<file path="src/hdl/modbus_register_slave_defines.svh">
`ifndef MODBUS_REGISTER_SLAVE_DEFINES_SVH
`define MODBUS_REGISTER_SLAVE_DEFINES_SVH

// same-cycle implication check
`define MRS_ASSERT_NOW(lbl, clk, rst_n, ante, cons, msg) \
    lbl: assert property (@(posedge clk) disable iff (!rst_n) (ante) |-> (cons)) \
        else $error(msg);

// next-cycle implication check
`define MRS_ASSERT_NEXT(lbl, clk, rst_n, ante, cons, msg) \
    lbl: assert property (@(posedge clk) disable iff (!rst_n) (ante) |=> (cons)) \
        else $error(msg);

`endif

</file>
<file path="src/hdl/mrs_pkg.sv">
package mrs_pkg;

    localparam int READ_REG_COUNT_DEF    = 9;
    localparam int VALVE_REG_ADDRESS_DEF = 9;
    localparam int FRAME_LEN             = 8;

    localparam logic [3:0]  COUNT_FULL     = 4'd8;
    localparam logic [3:0]  COUNT_SAT      = 4'd9;
    localparam logic [7:0]  FN_READ        = 8'h03;
    localparam logic [7:0]  FN_WRITE       = 8'h06;
    localparam logic [7:0]  DEV_ADDR_RESET = 8'h01;
    localparam logic [15:0] CRC_INIT       = 16'hFFFF;
    localparam logic [15:0] CRC_POLY       = 16'hA001;

    localparam logic [1:0] ACT_BYTE  = 2'd0;
    localparam logic [1:0] ACT_TELEM = 2'd1;
    localparam logic [1:0] ACT_TAKE  = 2'd2;

    localparam logic [1:0] VALVE_NONE  = 2'd0;
    localparam logic [1:0] VALVE_OPEN  = 2'd1;
    localparam logic [1:0] VALVE_CLOSE = 2'd2;

    localparam logic KIND_BYTE   = 1'b0;
    localparam logic KIND_REPORT = 1'b1;

    localparam logic [2:0] SRC_FRAME  = 3'd0;
    localparam logic [2:0] SRC_BCNT   = 3'd1;
    localparam logic [2:0] SRC_WHI    = 3'd2;
    localparam logic [2:0] SRC_WLO    = 3'd3;
    localparam logic [2:0] SRC_CRCL   = 3'd4;
    localparam logic [2:0] SRC_CRCH   = 3'd5;
    localparam logic [2:0] SRC_REPORT = 3'd6;

    typedef struct packed {
        logic       take_byte;
        logic       mem_wr;
        logic       frame_clear;
        logic       tx_init;
        logic       word_load;
        logic       word_next;
        logic       valve_latch;
        logic       valve_take;
        logic       emit;
        logic [2:0] sel;
        logic [2:0] fidx;
        logic       last;
        logic       crc_upd;
    } t_cmd;

    typedef struct packed {
        logic slot_free;
        logic read_ok;
        logic write_ok;
        logic last_word;
    } t_status;

    function automatic logic [15:0] crc_feed(input logic [15:0] crc, input logic [7:0] b);
        logic [15:0] c;
        c = crc ^ {8'h00, b};
        for (int k = 0; k < 8; k++) begin
            c = c[0] ? ((c >> 1) ^ CRC_POLY) : (c >> 1);
        end
        return c;
    endfunction

endpackage

</file>
<file path="src/hdl/mrs_req_if.sv">
interface mrs_req_if;
    logic        valid;
    logic        ready;
    logic [1:0]  action;
    logic [7:0]  request_byte;
    logic        frame_end;
    logic [3:0]  telemetry_index;
    logic [15:0] telemetry_value;

    modport source (
        output valid, action, request_byte, frame_end, telemetry_index, telemetry_value,
        input  ready
    );
    modport sink (
        input  valid, action, request_byte, frame_end, telemetry_index, telemetry_value,
        output ready
    );
endinterface

</file>
<file path="src/hdl/mrs_rsp_if.sv">
interface mrs_rsp_if;
    logic       valid;
    logic       ready;
    logic       result_kind;
    logic [7:0] response_byte;
    logic       response_last;
    logic [1:0] valve_command;

    modport source (
        output valid, result_kind, response_byte, response_last, valve_command,
        input  ready
    );
    modport sink (
        input  valid, result_kind, response_byte, response_last, valve_command,
        output ready
    );
endinterface

</file>
<file path="src/hdl/mrs_datapath.sv">
module mrs_datapath #(
    parameter int READ_REG_COUNT    = mrs_pkg::READ_REG_COUNT_DEF,
    parameter int VALVE_REG_ADDRESS = mrs_pkg::VALVE_REG_ADDRESS_DEF
) (
    input  logic             i_clk,
    input  logic             i_rst_n,
    input  logic             i_cfg_wr_en,
    input  logic [7:0]       i_cfg_wr_data,
    input  logic [7:0]       i_request_byte,
    input  logic [3:0]       i_telemetry_index,
    input  logic [15:0]      i_telemetry_value,
    input  mrs_pkg::t_cmd    i_cmd,
    output mrs_pkg::t_status o_status,
    mrs_rsp_if.source        o_rsp
);
    import mrs_pkg::*;

    localparam int AW = (READ_REG_COUNT > 1) ? $clog2(READ_REG_COUNT) : 1;
    localparam int CW = $clog2(READ_REG_COUNT + 1);
    localparam logic [16:0]   RRC_SPAN   = 17'(READ_REG_COUNT);
    localparam logic [AW+3:0] RRC_IDX    = (AW + 4)'(READ_REG_COUNT);
    localparam logic [15:0]   VALVE_ADDR = 16'(VALVE_REG_ADDRESS);

    logic [7:0]  r_dev_addr;
    logic [7:0]  r_frame [FRAME_LEN];
    logic [3:0]  r_count;
    logic [15:0] r_crc;
    logic [15:0] r_tx_crc;
    logic [1:0]  r_pending;

    logic [15:0]               r_mem [READ_REG_COUNT];
    logic [READ_REG_COUNT-1:0] r_mem_vld;
    logic [15:0]               r_rd_data;
    logic                      r_rd_vld;
    logic [AW-1:0]             r_word_addr;
    logic [CW-1:0]             r_words_left;

    logic       r_out_valid;
    logic       r_out_kind;
    logic [7:0] r_out_byte;
    logic       r_out_last;
    logic [1:0] r_out_valve;

    logic [15:0]   w_addr16;
    logic [15:0]   w_qty;
    logic [16:0]   w_span;
    logic          w_base_ok;
    logic [15:0]   w_word;
    logic [AW+3:0] w_tel_wide;
    logic [AW-1:0] w_tel_addr;
    logic          w_tel_ok;
    logic          w_slot_free;
    logic [7:0]    n_byte;

    assign w_addr16    = {r_frame[2], r_frame[3]};
    assign w_qty       = {r_frame[4], r_frame[5]};
    assign w_span      = {1'b0, w_addr16} + {1'b0, w_qty};
    assign w_base_ok   = (r_count == COUNT_FULL) && (r_frame[0] == r_dev_addr)
                         && (r_crc == 16'h0000);
    assign w_word      = r_rd_vld ? r_rd_data : 16'h0000;
    assign w_tel_wide  = {{AW{1'b0}}, i_telemetry_index};
    assign w_tel_addr  = w_tel_wide[AW-1:0];
    assign w_tel_ok    = w_tel_wide < RRC_IDX;
    assign w_slot_free = !r_out_valid || o_rsp.ready;

    always_comb begin
        o_status.slot_free = w_slot_free;
        o_status.read_ok   = w_base_ok && (r_frame[1] == FN_READ) && (w_qty != 16'h0000)
                             && (w_span <= RRC_SPAN);
        o_status.write_ok  = w_base_ok && (r_frame[1] == FN_WRITE) && (w_addr16 == VALVE_ADDR);
        o_status.last_word = r_words_left == CW'(1);
    end

    always_comb begin
        case (i_cmd.sel)
            SRC_FRAME:  n_byte = r_frame[i_cmd.fidx];
            SRC_BCNT:   n_byte = {w_qty[6:0], 1'b0};
            SRC_WHI:    n_byte = w_word[15:8];
            SRC_WLO:    n_byte = w_word[7:0];
            SRC_CRCL:   n_byte = r_tx_crc[7:0];
            SRC_CRCH:   n_byte = r_tx_crc[15:8];
            default:    n_byte = 8'h00;
        endcase
    end

    always_ff @(posedge i_clk) begin
        if (!i_rst_n) begin
            r_dev_addr <= DEV_ADDR_RESET;
        end else if (i_cfg_wr_en) begin
            r_dev_addr <= i_cfg_wr_data;
        end
    end

    always_ff @(posedge i_clk) begin
        if (i_cmd.take_byte && (r_count < COUNT_FULL)) begin
            r_frame[r_count[2:0]] <= i_request_byte;
        end
    end

    always_ff @(posedge i_clk) begin
        if (!i_rst_n) begin
            r_count <= 4'd0;
            r_crc   <= CRC_INIT;
        end else if (i_cmd.frame_clear) begin
            r_count <= 4'd0;
            r_crc   <= CRC_INIT;
        end else if (i_cmd.take_byte) begin
            if (r_count < COUNT_FULL) begin
                r_count <= r_count + 4'd1;
                r_crc   <= crc_feed(r_crc, i_request_byte);
            end else begin
                r_count <= COUNT_SAT;
            end
        end
    end

    // telemetry store, registered read
    always_ff @(posedge i_clk) begin
        if (i_cmd.mem_wr && w_tel_ok) begin
            r_mem[w_tel_addr] <= i_telemetry_value;
        end
        r_rd_data <= r_mem[r_word_addr];
        r_rd_vld  <= r_mem_vld[r_word_addr];
    end

    always_ff @(posedge i_clk) begin
        if (!i_rst_n) begin
            r_mem_vld <= '0;
        end else if (i_cmd.mem_wr && w_tel_ok) begin
            r_mem_vld[w_tel_addr] <= 1'b1;
        end
    end

    always_ff @(posedge i_clk) begin
        if (i_cmd.word_load) begin
            r_word_addr  <= w_addr16[AW-1:0];
            r_words_left <= w_qty[CW-1:0];
        end else if (i_cmd.word_next) begin
            r_word_addr  <= r_word_addr + AW'(1);
            r_words_left <= r_words_left - CW'(1);
        end
    end

    always_ff @(posedge i_clk) begin
        if (i_cmd.tx_init) begin
            r_tx_crc <= CRC_INIT;
        end else if (i_cmd.emit && i_cmd.crc_upd) begin
            r_tx_crc <= crc_feed(r_tx_crc, n_byte);
        end
    end

    always_ff @(posedge i_clk) begin
        if (!i_rst_n) begin
            r_pending <= VALVE_NONE;
        end else if (i_cmd.valve_latch) begin
            r_pending <= (w_qty == 16'h0000) ? VALVE_OPEN : VALVE_CLOSE;
        end else if (i_cmd.valve_take) begin
            r_pending <= VALVE_NONE;
        end
    end

    always_ff @(posedge i_clk) begin
        if (!i_rst_n) begin
            r_out_valid <= 1'b0;
        end else if (i_cmd.emit) begin
            r_out_valid <= 1'b1;
        end else if (o_rsp.ready) begin
            r_out_valid <= 1'b0;
        end
    end

    always_ff @(posedge i_clk) begin
        if (i_cmd.emit) begin
            r_out_kind  <= (i_cmd.sel == SRC_REPORT) ? KIND_REPORT : KIND_BYTE;
            r_out_byte  <= n_byte;
            r_out_last  <= i_cmd.last;
            r_out_valve <= (i_cmd.sel == SRC_REPORT) ? r_pending : VALVE_NONE;
        end
    end

    assign o_rsp.valid         = r_out_valid;
    assign o_rsp.result_kind   = r_out_kind;
    assign o_rsp.response_byte = r_out_byte;
    assign o_rsp.response_last = r_out_last;
    assign o_rsp.valve_command = r_out_valve;

endmodule

</file>
<file path="src/hdl/mrs_ctrl.sv">
`include "modbus_register_slave_defines.svh"

module mrs_ctrl (
    input  logic             i_clk,
    input  logic             i_rst_n,
    mrs_req_if.sink          i_req,
    input  mrs_pkg::t_status i_status,
    output mrs_pkg::t_cmd    o_cmd
);
    import mrs_pkg::*;

    localparam logic [3:0] S_IDLE   = 4'd0;
    localparam logic [3:0] S_CHECK  = 4'd1;
    localparam logic [3:0] S_HEAD   = 4'd2;
    localparam logic [3:0] S_FETCH  = 4'd3;
    localparam logic [3:0] S_WHI    = 4'd4;
    localparam logic [3:0] S_WLO    = 4'd5;
    localparam logic [3:0] S_CRCL   = 4'd6;
    localparam logic [3:0] S_CRCH   = 4'd7;
    localparam logic [3:0] S_REPORT = 4'd8;

    localparam logic [2:0] READ_HEAD_LAST  = 3'd2;
    localparam logic [2:0] WRITE_HEAD_LAST = 3'd5;

    logic [3:0] r_state;
    logic [3:0] n_state;
    logic [2:0] r_step;
    logic [2:0] n_step;
    logic       r_is_read;
    logic       n_is_read;
    logic       w_accept;

    assign i_req.ready = (r_state == S_IDLE);
    assign w_accept    = i_req.valid && i_req.ready;

    always_comb begin
        o_cmd     = '0;
        n_state   = r_state;
        n_step    = r_step;
        n_is_read = r_is_read;
        case (r_state)
            S_IDLE: begin
                if (w_accept) begin
                    case (i_req.action)
                        ACT_BYTE: begin
                            o_cmd.take_byte = 1'b1;
                            if (i_req.frame_end) begin
                                n_state = S_CHECK;
                            end
                        end
                        ACT_TELEM: begin
                            o_cmd.mem_wr = 1'b1;
                        end
                        ACT_TAKE: begin
                            n_state = S_REPORT;
                        end
                        default: begin
                        end
                    endcase
                end
            end
            S_CHECK: begin
                o_cmd.frame_clear = 1'b1;
                o_cmd.tx_init     = 1'b1;
                n_step            = 3'd0;
                if (i_status.read_ok) begin
                    o_cmd.word_load = 1'b1;
                    n_is_read       = 1'b1;
                    n_state         = S_HEAD;
                end else if (i_status.write_ok) begin
                    o_cmd.valve_latch = 1'b1;
                    n_is_read         = 1'b0;
                    n_state           = S_HEAD;
                end else begin
                    n_state = S_IDLE;
                end
            end
            S_HEAD: begin
                o_cmd.sel     = (r_is_read && (r_step == READ_HEAD_LAST)) ? SRC_BCNT : SRC_FRAME;
                o_cmd.fidx    = r_step;
                o_cmd.crc_upd = 1'b1;
                if (i_status.slot_free) begin
                    o_cmd.emit = 1'b1;
                    n_step     = r_step + 3'd1;
                    if (r_is_read && (r_step == READ_HEAD_LAST)) begin
                        n_state = S_FETCH;
                    end else if (!r_is_read && (r_step == WRITE_HEAD_LAST)) begin
                        n_state = S_CRCL;
                    end
                end
            end
            S_FETCH: begin
                n_state = S_WHI;
            end
            S_WHI: begin
                o_cmd.sel     = SRC_WHI;
                o_cmd.crc_upd = 1'b1;
                if (i_status.slot_free) begin
                    o_cmd.emit = 1'b1;
                    n_state    = S_WLO;
                end
            end
            S_WLO: begin
                o_cmd.sel     = SRC_WLO;
                o_cmd.crc_upd = 1'b1;
                if (i_status.slot_free) begin
                    o_cmd.emit      = 1'b1;
                    o_cmd.word_next = 1'b1;
                    n_state         = i_status.last_word ? S_CRCL : S_FETCH;
                end
            end
            S_CRCL: begin
                o_cmd.sel = SRC_CRCL;
                if (i_status.slot_free) begin
                    o_cmd.emit = 1'b1;
                    n_state    = S_CRCH;
                end
            end
            S_CRCH: begin
                o_cmd.sel  = SRC_CRCH;
                o_cmd.last = 1'b1;
                if (i_status.slot_free) begin
                    o_cmd.emit = 1'b1;
                    n_state    = S_IDLE;
                end
            end
            S_REPORT: begin
                o_cmd.sel  = SRC_REPORT;
                o_cmd.last = 1'b1;
                if (i_status.slot_free) begin
                    o_cmd.emit       = 1'b1;
                    o_cmd.valve_take = 1'b1;
                    n_state          = S_IDLE;
                end
            end
            default: begin
                n_state = S_IDLE;
            end
        endcase
    end

    always_ff @(posedge i_clk) begin
        if (!i_rst_n) begin
            r_state <= S_IDLE;
        end else begin
            r_state <= n_state;
        end
    end

    always_ff @(posedge i_clk) begin
        r_step    <= n_step;
        r_is_read <= n_is_read;
    end

    `MRS_ASSERT_NOW(a_emit_slot_free, i_clk, i_rst_n, o_cmd.emit, i_status.slot_free,
                    "emit into full output register")
    `MRS_ASSERT_NOW(a_check_after_end, i_clk, i_rst_n, r_state == S_CHECK,
                    $past(w_accept && i_req.frame_end), "frame check without frame end")
    `MRS_ASSERT_NEXT(a_last_to_idle, i_clk, i_rst_n, o_cmd.emit && o_cmd.last,
                     r_state == S_IDLE, "no return to idle after last byte")

endmodule

</file>
<file path="src/hdl/modbus_register_slave.sv">
// channel  | modport | transfer carries
// ---------+---------+---------------------------------------------------------
// i_req    | sink    | action, request_byte, frame_end, telemetry_index/value
// o_rsp    | source  | result_kind, response_byte, response_last, valve_command
//
// request items are taken one per cycle while the sequencer is idle
// frame end: a check state, then the header bytes; a read then adds a memory
// fetch state and two data bytes per word; the two crc bytes come last
// a write echoes six frame bytes and the crc; a take yields one valve report
// output stalls hold the sequencer; one result waits in the output register
// synchronous reset clears counters, crc, pending command and word valid bits
module modbus_register_slave #(
    parameter int READ_REG_COUNT    = mrs_pkg::READ_REG_COUNT_DEF,
    parameter int VALVE_REG_ADDRESS = mrs_pkg::VALVE_REG_ADDRESS_DEF
) (
    input  logic       i_clk,
    input  logic       i_rst_n,
    input  logic       i_cfg_wr_en,
    input  logic [7:0] i_cfg_wr_data,
    mrs_req_if.sink    i_req,
    mrs_rsp_if.source  o_rsp
);
    import mrs_pkg::*;

    t_cmd    w_cmd;
    t_status w_status;

    mrs_ctrl u_ctrl (
        .i_clk    (i_clk),
        .i_rst_n  (i_rst_n),
        .i_req    (i_req),
        .i_status (w_status),
        .o_cmd    (w_cmd)
    );

    mrs_datapath #(
        .READ_REG_COUNT    (READ_REG_COUNT),
        .VALVE_REG_ADDRESS (VALVE_REG_ADDRESS)
    ) u_datapath (
        .i_clk             (i_clk),
        .i_rst_n           (i_rst_n),
        .i_cfg_wr_en       (i_cfg_wr_en),
        .i_cfg_wr_data     (i_cfg_wr_data),
        .i_request_byte    (i_req.request_byte),
        .i_telemetry_index (i_req.telemetry_index),
        .i_telemetry_value (i_req.telemetry_value),
        .i_cmd             (w_cmd),
        .o_status          (w_status),
        .o_rsp             (o_rsp)
    );

endmodule

</file>
<file path="src/flat_wrapper.sv">
// flat-port wrapper written by rule: the top's interface ports become plain ports
module modbus_register_slave_flat import mrs_pkg::*;
#(
    parameter int READ_REG_COUNT    = mrs_pkg::READ_REG_COUNT_DEF,
    parameter int VALVE_REG_ADDRESS = mrs_pkg::VALVE_REG_ADDRESS_DEF
)
  (i_clk, i_rst_n, i_cfg_wr_en, i_cfg_wr_data, i_req_valid, i_req_action, i_req_request_byte, i_req_frame_end, i_req_telemetry_index, i_req_telemetry_value, i_req_ready, o_rsp_valid, o_rsp_result_kind, o_rsp_response_byte, o_rsp_response_last, o_rsp_valve_command, o_rsp_ready);
  mrs_req_if i_req_i ();
  mrs_rsp_if o_rsp_i ();
  input  logic i_clk;
  input  logic i_rst_n;
  input  logic i_cfg_wr_en;
  input  logic [7:0] i_cfg_wr_data;
  input wire logic [$bits(i_req_i.valid)-1:0] i_req_valid;
  input wire logic [$bits(i_req_i.action)-1:0] i_req_action;
  input wire logic [$bits(i_req_i.request_byte)-1:0] i_req_request_byte;
  input wire logic [$bits(i_req_i.frame_end)-1:0] i_req_frame_end;
  input wire logic [$bits(i_req_i.telemetry_index)-1:0] i_req_telemetry_index;
  input wire logic [$bits(i_req_i.telemetry_value)-1:0] i_req_telemetry_value;
  output wire logic [$bits(i_req_i.ready)-1:0] i_req_ready;
  output wire logic [$bits(o_rsp_i.valid)-1:0] o_rsp_valid;
  output wire logic [$bits(o_rsp_i.result_kind)-1:0] o_rsp_result_kind;
  output wire logic [$bits(o_rsp_i.response_byte)-1:0] o_rsp_response_byte;
  output wire logic [$bits(o_rsp_i.response_last)-1:0] o_rsp_response_last;
  output wire logic [$bits(o_rsp_i.valve_command)-1:0] o_rsp_valve_command;
  input wire logic [$bits(o_rsp_i.ready)-1:0] o_rsp_ready;
  assign i_req_i.valid = i_req_valid;
  assign i_req_i.action = i_req_action;
  assign i_req_i.request_byte = i_req_request_byte;
  assign i_req_i.frame_end = i_req_frame_end;
  assign i_req_i.telemetry_index = i_req_telemetry_index;
  assign i_req_i.telemetry_value = i_req_telemetry_value;
  assign i_req_ready = i_req_i.ready;
  assign o_rsp_valid = o_rsp_i.valid;
  assign o_rsp_result_kind = o_rsp_i.result_kind;
  assign o_rsp_response_byte = o_rsp_i.response_byte;
  assign o_rsp_response_last = o_rsp_i.response_last;
  assign o_rsp_valve_command = o_rsp_i.valve_command;
  assign o_rsp_i.ready = o_rsp_ready;
  modbus_register_slave #(.READ_REG_COUNT(READ_REG_COUNT), .VALVE_REG_ADDRESS(VALVE_REG_ADDRESS)) u_core (.i_clk(i_clk), .i_rst_n(i_rst_n), .i_cfg_wr_en(i_cfg_wr_en), .i_cfg_wr_data(i_cfg_wr_data), .i_req(i_req_i), .o_rsp(o_rsp_i));
endmodule
</file>
<file path="config.mk">
export PLATFORM = sky130hd
export DESIGN_NAME = modbus_register_slave_flat
export DESIGN_NICKNAME = d
export VERILOG_FILES = /design/src/hdl/mrs_pkg.sv /design/src/hdl/mrs_req_if.sv /design/src/hdl/mrs_rsp_if.sv /design/src/hdl/mrs_datapath.sv /design/src/hdl/mrs_ctrl.sv /design/src/hdl/modbus_register_slave.sv /design/src/flat_wrapper.sv
export VERILOG_INCLUDE_DIRS = /design/src /design/src/hdl
export SDC_FILE = /design/constraint.sdc
export NUM_CORES = 1
export LEC_CHECK = 0
export BUFFER_PORTS_ARGS = -buffer_cell sky130_fd_sc_hd__buf_2
export CORE_MARGIN = 2
export CORE_UTILIZATION = 51
export DETAILED_ROUTE_END_ITERATION = 10
export GPL_TIMING_DRIVEN = 0
export PLACE_DENSITY = 0.67
export SLEW_MARGIN = 40
export SYNTH_ARGS = -nofsm -noshare
export SYNTH_HDL_FRONTEND = slang
export SYNTH_HIERARCHICAL = 1
export SYNTH_SLANG_ARGS = --single-unit
</file>
<file path="constraint.sdc">
create_clock -name i_clk -period 4.1 [get_ports i_clk]
set_input_delay 0.41 -clock i_clk [delete_from_list [all_inputs] [get_ports i_clk]]
set_output_delay 0.41 -clock i_clk [all_outputs]
set_load 0.03 [all_outputs]
</file>
# Yosys cells after proc, flatten, opt, wreduce, memory -nomap -nowiden
# Memory sizes are Yosys's and may differ from the RTL's. A register that Yosys moved wholly into a read port is not among the register bits.
# Index checks and enable logic that the tools add are counted.
# Widths: inputs -> output; s select.
op_classes:
  n_addsub: 5
  multipliers: 0
  div_mod_pow: 0
  magnitude_cmp: 6
  n_eq_ne: 33
  shifts: 0
  mux: 72
  bitwise: 20
  reduce_logical: 35
ops:
  columns: ["op", "count"]
  rows:
  - ["$mux 16", 17]
  - ["$mux 4", 15]
  - ["$not 2->3", 16]
  - ["$pmux 8 s6", 1]
  - ["$logic_not 16->1", 2]
  - ["$pmux 4 s8", 1]
  - ["$xor 16x8->16", 2]
  - ["$pmux 4 s6", 1]
  - ["$mux 1", 22]
  - ["$add 16x16->17", 1]
  - ["$le 17x4->1 const B", 1]
  - ["$eq 16x4->1 const B", 1]
  - ["$eq 4x3->1 const B", 4]
  - ["$reduce_bool 16->1", 1]
  - ["$logic_and 1x1->1", 14]
  - ["$mux 2", 7]
  - ["$eq 3x3->1 const B", 4]
  - ["$mux 3", 4]
  - ["$lt 4x5->1 const B", 2]
  - ["$reduce_bool 2->1", 5]
  - ["$eq 3x2->1 const B", 3]
  - ["$or 9x9->9", 1]
  - ["$reduce_and 9->1", 1]
  - ["$add 4x1->4 const B", 2]
  - ["30 further kinds", 43]
totals:
  register_bits: 85
  latchBits: 0
  ramBits: 208
  rom_bits: 0
  inputBits: 44
  output_inout_bits: 14
  wordCells: 190
  mem_count: 2
mem_list:
  columns: ["name", "words", "word_bits", "read_ports", "rd_ports_with_merged_regs", "write_ports", "line", "text"]
  rows:
  - ["u_core.u_datapath.r_mem", 9, 16, 1, 1, 1, "mrs_datapath.sv:31", "logic [15:0] r_mem [READ_REG_COUNT];"]
  - ["u_core.u_datapath.r_frame", 8, 8, 7, 0, 1, "mrs_datapath.sv:25", "logic [7:0] r_frame [FRAME_LEN];"]

# Longest topological paths before layout
# Gate-level depths: netlist of run 1.
depth:
  depth_word: 23
  mapped_depth: 16
  mapped_depth_nobuf: 16

# Cells and area by module
# Netlist of run 1, hierarchy kept.
modules_own_cells:
  columns: ["mod", "instances", "cells_each", "area_each_um2", "seq_area_each_um2"]
  rows:
  - ["mrs_datapath", 1, 898, 13087.6, 8308.0]
  - ["mrs_ctrl", 1, 92, 750.7, 200.2]

# Worst setup path before layout of run 1
# No wires, ideal clock.
synth_timing:
  path_type: "flip-flop to flip-flop"
  startpoint: "memory u_core.u_datapath.r_frame[5][1]"
  endpoint: "register u_core.u_datapath.r_word_addr[2] (data pin)"
  setup_ns: 0.268
  arrival_ns: 3.393
  required_time_ns: 3.832
  slack_ns: 0.439
  stages_incl_launch_ff: 14
  n_path_buf: 1
  synth_period_minus_slack_ns: 3.661
  cell_sequence: "edfxtp_1 -> ha_1 -> a21o_1 -> a21oi_1 -> o21ai_0 -> a21oi_1 -> o21bai_1 -> a21o_1 -> a2111o_1 -> a221o_1 -> a221oi_1 -> and3_1 -> clkbuf_1 -> o21ai_0"
synth_lines:
  columns: ["element", "line", "text"]
  rows:
  - ["start: declaration", "mrs_datapath.sv:25", null]
  - ["end signal: assignment", "mrs_datapath.sv:136", "r_word_addr <= w_addr16[AW-1:0];"]
  - ["end signal: assignment", "mrs_datapath.sv:139", "r_word_addr <= r_word_addr + AW'(1);"]
  - ["end: declaration", "mrs_datapath.sv:35", "logic [AW-1:0] r_word_addr;"]

==> results of run 1 <==
-- cells by family after synthesis --
family,synth area share (%)
fa+ha+maj,2.31
simple gates,9.78
buf+inv,2.46
flops,61.5
xor+xnor,4.01
mux,11.6
compound gates,8.39
-- synthesized netlist by cell type, types with 14 or more instances --
cell      count
mux4_2       44
ha_1         24
nand2_1      73
mux2i_1      54
o21a_1       14
nor4_1       15
nor3_1       15
a21oi_1      19
dfxtp_1      77
nor2b_1      20
clkbuf_1     26
o21ai_0      37
nand3_1      15
xor2_1       17
a211o_1      16
nor2_1       53
xnor2_1      35
inv_1        27
edfxtp_1    232
-- worst min path at each step --
stage	cells past startpoint	endpoint	startpoint	slack, ns
after floorplan	2	u_core/u_datapath/r_rd_data[14]	u_core/u_datapath/r_mem[8][14]	0.42
after global placement	2	u_core/u_datapath/r_rd_data[0]	u_core/u_datapath/r_mem[8][0]	0.43
after detailed placement	2	u_core/u_datapath/r_rd_data[14]	u_core/u_datapath/r_mem[8][14]	0.43
after CTS	3	u_core/u_datapath/r_dev_addr[0]	i_cfg_wr_data[0]	0.05
after global routing	3	u_core/u_datapath/r_dev_addr[0]	i_cfg_wr_data[0]	0.07
final	3	u_core/u_datapath/r_dev_addr[0]	i_cfg_wr_data[0]	0.07
-- power groups by stage --
stage | clock, mW | combinational, mW | sequential (mW)
after floorplan | 0 | 0.367 | 3.50
after global routing | 3.09 | 0.603 | 3.44
after global placement | 0 | 0.520 | 3.50
after detailed placement | 0 | 0.539 | 3.50
after CTS | 2.98 | 0.547 | 3.43
final | 2.94 | 0.557 | 3.43
-- routing by layer --
layer  global-route usage [%]  wire, microns
met5                        0              0
met4                     7.61           1100
met3                     4.30           1990
met2                     36.8          15000
met1                     31.0          13700
-- critical path, cell delays in order (launching register included) --
cell and delay, ns:
dfxtp_1 0.37, clkbuf_2 0.22, nor2_2 0.19, nand2_1 0.15, nor2_1 0.15, buf_6 0.16
buf_12 0.15, buf_4 0.21, mux4_2 0.34, mux2i_4 0.23, o22ai_2 0.14, a211oi_4 0.28
xor2_2 0.28, xor2_2 0.16, or4_1 0.51, a31o_1 0.22, o311ai_1 0.06
-- state kept, by name, indices dropped and copies added (netlist names) --
signal,cells
u_core/u_ctrl/r_is_read,1
u_core/u_ctrl/r_state,4
u_core/u_ctrl/r_step,3
u_core/u_datapath/o_rsp.response_byte,8
u_core/u_datapath/o_rsp.response_last,1
u_core/u_datapath/o_rsp.result_kind,1
u_core/u_datapath/o_rsp.valid,1
u_core/u_datapath/o_rsp.valve_command,2
u_core/u_datapath/r_count,4
u_core/u_datapath/r_crc,16
u_core/u_datapath/r_dev_addr,8
u_core/u_datapath/r_frame,64
u_core/u_datapath/r_mem,144
u_core/u_datapath/r_mem_vld,9
u_core/u_datapath/r_pending,2
u_core/u_datapath/r_rd_data,16
u_core/u_datapath/r_rd_vld,1
u_core/u_datapath/r_tx_crc,16
u_core/u_datapath/r_word_addr,4
u_core/u_datapath/r_words_left,4
-- what timing repair did --
| item | in CTS | in global routing |
|---|---|---|
| endpoints found under the setup margin | 21 | 20 |
| pin swaps | 1 | 4 |
| cloned | 0 | 0 |
| resized for setup | 13 | 16 |
| hold endpoints to repair | 0 | 0 |
| hold buffers | 0 | 0 |
| buffers inserted | 2 | 5 |
-- layout make-up --
type	count	area (sq um)
clock buffers	46	893
repair buffers	80	507
fillers	2104	10700
flip-flops and latches	309	8510
plain buffers	48	251
clock inverters	12	183
well taps	341	427
multi-input cells	606	5240
inverters	27	101
==> results.cfg, run 1 <==
[status]
status = complete, no violations

[setup_path]
endpoint_kind = flip-flop
critPathLaunchType = flip-flop
ff2ff_setup_slack_ns = 0.16
reg2reg_depth = 16
cp_data_arrival_time_ns = 4.42
rr_endpoint = u_core/u_datapath/r_tx_crc[0]
reg2reg_from = u_core/u_ctrl/r_state[3]
worstPathRequired_ns = 4.58
worstSetupPathType = flip-flop to flip-flop
startpoint = u_core/u_ctrl/r_state[3]
crit_path_end = u_core/u_datapath/r_tx_crc[0]
worstPathMaxFanout = 10

[clock_tree]
cts.path.max_buffers = 3
cts_tree = yes
htreeDepth = 1
clk_pin_slew_ns = 0.06
cts_sinks = 309
insertion_delay_ns = 0.57
root_buffer = clkbuf_16
cts_buffers = 31

[logic_synthesis]
synth.distinct_cells = 87
ys.warnings.count = 6
async_flop_share_pct = 0
synth_top_area_cell = edfxtp_1
synth_area_leaders = edfxtp_1 (50%), dfxtp_1 (11%), mux4_2 (7.2%), mux2i_1 (3.9%), xnor2_1 (2.2%)
synth_cells = 990
synth_edf_count = 232
synth_seq_cells = 309
yosysSeqAreaShare_pct = 61.5
syn_area_per_cell_sq_um = 14.0
synth_flop_cell = edfxtp_1
syn_nets = 1059
synth_top_area_share_pct = 50.3
syn-cell-area_sq_mm = 0.0138

[route]
wirelength_microns = 31800
routedWlPerCell_microns = 21.7
detail-route-antenna-nets = 0
via_per_inst = 5.88
drt_first_pass_iters = 5
route.detailed.drc = 0
drt_iter0_markers = 775
via_count = 8638

[floorplanning]
row_count = 60
initial_core_util_pct = 51.6
die_h_microns = 169
die_w_microns = 169
die_area_sq_mm = 0.0285
coreArea_sq_mm = 0.0268
io_pins = 58

[placement]
io_buffer_count = 56
dp_hpwl_microns = 22500
gp_congestion = 0.863
dp.cells = 1403
detailedPlace.worstSlack_ns = -0.843
dpl_cell_area_sq_mm = 0.0148

[grt]
antenna_found_initial = 1
grtUsageTotal_pct = 22.7
first_global_vias = 8598
grt_max_degree = 19
grt-ovfl-total = 0
grt_pass1_wl_microns = 49400

[cells_and_area]
layout_common_cells = edfxtp_1 (232), dfxtp_1 (76), nand2_1 (73), buf_2 (68), mux2i_1 (52)
finalNonFillerCells = 1469
fin_area_sq_mm = 0.0161
final_common_cell = edfxtp_1
final_util_pct = 60.1
antenna_cells = 0
syn_to_final_growth_pct = 16.4
drive_gt1_share_pct = 22.2
nNetsFinal = 1172

[power_and_ir_drop]
p_leak_nw = 5.70
ir_drop_uv = 369
power.total_mw = 6.93
power_density_mw_per_mm2 = 430
power_switching_mw = 1.54
clkPwrFrac_pct = 42.4
p_int_mw = 5.39
combPwrFrac_pct = 8.0
switching_share_pct = 22.2
seq_power_share_pct = 49.6

[hold_path]
hold_path_class = input pin to flip-flop

[sta]
slew_viol_final = 0
hold_viol = 0
post-route-min-period_ns = 3.94
fin_worst_skew_ns = 0.0110
worstMarginPinSlew_ns = 0.813
timing.fmax_ghz = 0.254
setup_viol = 0
holdWs_ns = 0.0700
max_slew_margin_pct = 45.6
post-route-period-util_pct = 96.1
fin_ws_ns = 0.158
rsz0062_at_grt = no
tns_ns = 0

[flow_run]
drv_cap = 0
Power figures use the tool's default switching activity.
==> inputs of run 2 (changes only) <==
Settings changed: CTS_BUF_LIST set to sky130_fd_sc_hd__clkbuf_8.
==> run 2 against run 1 <==
Effect of this change: highest routed layer unchanged; sequential power is essentially flat; critical path type unchanged; clock power shrank 19%; die area is the same; worst hold slack gained 0.024 ns; wire length grew 0.66%; via count grew 1.3%; largest cell class unchanged; power shrank 7.9%.
==> results.cfg, run 2 (synthesized netlist as in run 1, its figures left out) <==
[cells_and_area]
antenna_cells = 0
final_common_cell = edfxtp_1
largest_reg_flops = 144
fill_cells = 2120
top_register = u_core/u_datapath/r_mem
fin_area_sq_mm = 0.0160
layout_common_cells = edfxtp_1 (232), dfxtp_1 (76), nand2_1 (73), buf_2 (68), clkbuf_8 (54)
syn_to_final_growth_pct = 15.4
nNetsFinal = 1192
drive_gt1_share_pct = 22.8
final_util_pct = 59.6

[floorplanning]
initial_core_util_pct = 51.6
row_count = 60
die_area_sq_mm = 0.0285
coreArea_sq_mm = 0.0268
io_pins = 58
die_h_microns = 169
die_w_microns = 169

[flow_run]
drv_cap = 0

[setup_path]
reg2reg_depth = 16
critPathLaunchType = flip-flop
worstSetupPathType = flip-flop to flip-flop
endpoint_kind = flip-flop
rr_endpoint = u_core/u_datapath/r_tx_crc[0]
worstPathMaxFanout = 10
worstPathRequired_ns = 4.57
cp_data_arrival_time_ns = 4.36
reg2reg_from = u_core/u_ctrl/r_state[3]
ff2ff_setup_slack_ns = 0.21

[route]
via_per_inst = 5.82
via_count = 8752
routedWlPerCell_microns = 21.3
wirelength_microns = 32000
drt_first_pass_iters = 5
route.detailed.drc = 0
detail-route-antenna-nets = 0
drt_iter0_markers = 739

[grt]
grt_max_degree = 19
grt-ovfl-total = 0
grtUsageTotal_pct = 22.9
first_global_vias = 8787
grt_pass1_wl_microns = 49700
antenna_found_initial = 1

[clock_tree]
htreeDepth = 2
cts_sinks = 309
cts_buffers = 49
insertion_delay_ns = 0.57
cts.path.max_buffers = 3
root_buffer = clkbuf_8
cts_tree = yes
clk_pin_slew_ns = 0.06

[power_and_ir_drop]
p_leak_nw = 5.72
ir_drop_uv = 292
power_density_mw_per_mm2 = 400

[placement]
gp_congestion = 0.863
dp_hpwl_microns = 22500
io_buffer_count = 56
dpl_cell_area_sq_mm = 0.0148

[sta]
max_slew_margin_pct = 44.1
slew_viol_final = 0
post-route-min-period_ns = 3.89
setup_viol = 0
hold_viol = 0
timing.fmax_ghz = 0.257
worstMarginPinSlew_ns = 0.835
holdWs_ns = 0.0940
fin_worst_skew_ns = 0.0271
post-route-period-util_pct = 94.9

[hold_path]
hold_path_class = input pin to flip-flop
whs_endpoint = u_core/u_datapath/r_dev_addr[0]
hp-start = i_cfg_wr_data[0]
hold_depth = 3

[status]
status = complete, no violations
-- run 2: metrics by stage --
step / TNS (ns) / setup slack (ns) / instances / total power [mW]
after global routing: -0.00989 / -0.00989 / 1505 / 6.63
after floorplan: 0 / 0.439 / 990 / 3.87
final: 0 / 0.208 / 1505 / 6.38
after CTS: 0 / 0.0234 / 1497 / 6.43
after global placement: -43.95 / -1.24 / 1387 / 4.02
after detailed placement: -12.68 / -0.843 / 1403 / 4.04
-- run 2: critical path, cell delays in order, from the launching register on --
cell and delay [ns]:
dfxtp_1 0.37, clkbuf_2 0.22, nor2_2 0.19, nand2_1 0.15, nor2_1 0.16, buf_6 0.16
buf_12 0.15, buf_4 0.21, mux2i_2 0.30, nand2_1 0.11, and4_1 0.22, a211oi_4 0.22
xnor3_2 0.36, xnor2_4 0.19, or4_1 0.51, a31o_1 0.21, o311ai_1 0.06
-- run 2: layer usage --
metal	vias to the layer above	global-route usage [%]	wire (microns)
li1	4055	-	-
met1	4323	30.9	13800
met2	306	36.9	15000
met3	68	5.07	2160
met4	0	8.13	1040
met5	-	0	0
-- run 2: worst max path at each step --
stage / from / endpoint / slack (ns) / cells after the start
2_1_floorplan: u_core/u_datapath/r_frame[5][1] / u_core/u_datapath/r_word_addr[2] / 0.44 / 13
3_3_place_gp: u_core/u_datapath/r_frame[0][4] / u_core/u_datapath/r_word_addr[0] / -1.24 / 11
3_5_place_dp: u_core/u_datapath/r_frame[0][4] / u_core/u_datapath/r_word_addr[2] / -0.84 / 11
4_1_cts: u_core/u_ctrl/r_state[2] / u_core/u_datapath/r_tx_crc[0] / 0.02 / 14
5_1_grt: u_core/u_ctrl/r_state[3] / u_core/u_datapath/r_tx_crc[0] / -0.01 / 15
6_report: u_core/u_ctrl/r_state[3] / u_core/u_datapath/r_tx_crc[0] / 0.21 / 16
-- run 2: what timing repair did --
action                                 CTS  global route
setup endpoints to repair               21            21
endpoints found under the hold margin    0             0
resized for setup                        9            21
hold buffers                             0             0
setup buffers                            2             6
pin swaps                                1             4
-- run 2: final cells by class --
type	instances	area (sq um)	area share, %
plain buffers	48	250	1.57
repair buffers	82	522	3.27
flip-flops and latches	309	8510	53.3
clock inverters	38	164	1.03
well taps	341	427	2.67
multi-input cells	606	5250	32.9
clock buffers	54	743	4.66
inverters	27	101	0.635
-- run 2: power breakdown --
group / leakage [nW] / internal [mW] / switching [mW] / total [mW]
sequential: 2.72 / 3.40 / 0.0299 / 3.43
clock: 0.531 / 1.22 / 1.18 / 2.39
combinational: 2.46 / 0.219 / 0.336 / 0.555
==> inputs of run 3 (changes only) <==
Settings changed: ABC_AREA set to 1.
==> run 3 against run 2 <==
Effect of this change: non-clock buffer count is 9 lower; register-to-register slack better by 0.18 ns; worst setup slack improved by 0.18 ns; power is 38% higher; sequential power is 9.9% higher; critical path depth decreased by 5; sequential cell count is the same; fmax increased by 4.9%; largest cell class unchanged; largest power group unchanged.
==> results.cfg, run 3 <==
[cells_and_area]
antenna_cells = 0
syn_to_final_growth_pct = 14.2
fin_area_sq_mm = 0.0162
drive_gt1_share_pct = 14.1
largest_reg_flops = 144
top_register = u_core/u_datapath/r_mem
nNetsFinal = 1629
final_common_cell = nand2_1
layout_common_cells = nand2_1 (241), edfxtp_1 (232), nor2_1 (174), inv_1 (143), o21ai_0 (124)

[logic_synthesis]
yosysMostFrequentCell = nand2_1
synth_area_leaders = edfxtp_1 (49%), dfxtp_1 (11%), nand2_1 (6.4%), nor2_1 (4.9%), o21ai_0 (4.5%)
synth_edf_count = 232
syn-cell-area_sq_mm = 0.0142
synth_top_area_share_pct = 49.2
synth_seq_cells = 309
synth.distinct_cells = 43
synth_cells = 1441
synth_flop_cell = edfxtp_1
async_flop_share_pct = 0
synth_top_area_cell = edfxtp_1
synthTopCellsByCount = nand2_1 (241), edfxtp_1 (232), nor2_1 (186)
syn_area_per_cell_sq_um = 9.83
syn_nets = 1510
ys.warnings.count = 6
yosysSeqAreaShare_pct = 60.1

[flow_run]
drv_cap = 0

[grt]
antenna_found_initial = 0
grtUsageTotal_pct = 25.4
grt_pass1_wl_microns = 56300
grt_max_degree = 15
first_global_vias = 10353
grt-ovfl-total = 0

[floorplanning]
coreArea_sq_mm = 0.0276
row_count = 61
io_pins = 58
die_w_microns = 171
initial_core_util_pct = 51.4
die_area_sq_mm = 0.0291
die_h_microns = 171

[clock_tree]
cts_sinks = 309
insertion_delay_ns = 0.57
post_cts_buffers = 0
root_buffer = clkbuf_8
cts_buffers = 51
cts.path.max_buffers = 3
cts_tree = yes
htreeDepth = 2
clk_pin_slew_ns = 0.06

[placement]
gp_congestion = 0.909
dp_hpwl_microns = 25800
io_buffer_count = 57
dpl_cell_area_sq_mm = 0.0152
detailedPlace.worstSlack_ns = 0.236

[setup_path]
path_cells = nor2_4, nand2_1, inv_1, nand2_1, nor3_2, inv_1, nor2_1, clkinv_1, nor2_1, inv_1, nor2_1
worstSetupPathType = flip-flop to flip-flop
critPathLaunchType = flip-flop
endpoint_kind = flip-flop
cp_data_arrival_time_ns = 3.90
crit_path_top_delay_cell = nor2_1
worstPathMaxFanout = 10
worstPathRequired_ns = 4.29
critical-path-max-stage-delay_ns = 0.62

[route]
detail-route-antenna-nets = 0
drt_first_pass_iters = 5
route.detailed.drc = 0
via_per_inst = 5.50
routedWlPerCell_microns = 18.5
drt_iter0_markers = 1087
via_count = 10892
wirelength_microns = 36600

[status]
status = complete, no violations

[sta]
worstMarginPinSlew_ns = 0.879
post-route-period-util_pct = 90.5
holdWs_ns = 0.0529
fin_ws_ns = 0.391
setup_viol = 0
rsz0062_at_grt = no
max_slew_margin_pct = 40.9
tns_ns = 0
slew_viol_final = 0
fin_worst_skew_ns = 0.0226
timing.fmax_ghz = 0.270
hold_viol = 0
post-route-min-period_ns = 3.71

[power_and_ir_drop]
p_leak_nw = 6.24
power.total_mw = 8.79
ir_drop_uv = 381
power_density_mw_per_mm2 = 543

[hold_path]
hold_path_class = input pin to flip-flop
-- run 3: final cells by class --
cell class                      count  area [sq um]
Buffer                             55           240
Clock buffer                       52           716
Clock inverter                     42           275
Fill cell                        2369         11400
Inverter                          135           507
Multi-Input combinational cell    942          5000
Sequential cell                   309          8510
Tap cell                          378           473
Timing Repair Buffer               66           458
-- run 3: repair_timing --
action                     4_1_cts  5_1_grt
resized for setup                0        3
hold buffers                     0        0
setup endpoints to repair        0        9
-- run 3: metal layers --
layer | up-vias | track usage [%] | wire length [microns]
met5 | - | 0 | 0
met4 | 0 | 9.74 | 1230
met3 | 94 | 4.07 | 2300
met2 | 403 | 41.7 | 17300
met1 | 5140 | 34.0 | 15800
li1 | 5255 | - | -
-- run 3: through the flow --
stage / util (%) / instances
global route: 58.7 / 1979
detailed placement: 55.1 / 1885
CTS: 58.7 / 1979
global placement: 54.2 / 1876
finish: 58.7 / 1979
floorplan: - / 1441
-- run 3: cell families after synthesis --
family / after synthesis / synth area share [%]
simple gates: 638 / 20.1
flops: 309 / 60.1
compound gates: 250 / 10.5
buf+inv: 190 / 5.26
xor+xnor: 29 / 1.79
fa+ha+maj: 25 / 2.26
-- run 3: where the power goes --
group	switching (mW)	internal (mW)
clock	1.19	1.38
combinational	1.70	0.745
sequential	0.139	3.63
total	3.03	5.76
-- run 3: critical path: cells and delay by family (launching register included) --
| family | cells | cell delay [ns] |
|---|---|---|
| and+or+nand+nor | 7 | 2.16 |
| buffers and inverters | 4 | 0.79 |
| DFF | 1 | 0.37 |
-- run 3: worst paths after layout --
kind / cells after the start / end / start / slack (ns)
max: 11 / u_core/u_datapath/r_frame[1][0] / u_core/u_ctrl/r_state[3] / 0.39
min: 3 / u_core/u_datapath/r_dev_addr[0] / i_cfg_wr_data[0] / 0.05
max reg2reg: 11 / u_core/u_datapath/r_frame[1][0] / u_core/u_ctrl/r_state[3] / 0.39
min reg2reg: 2 / u_core/u_datapath/r_rd_data[14] / u_core/u_datapath/r_mem[8][14] / 0.44
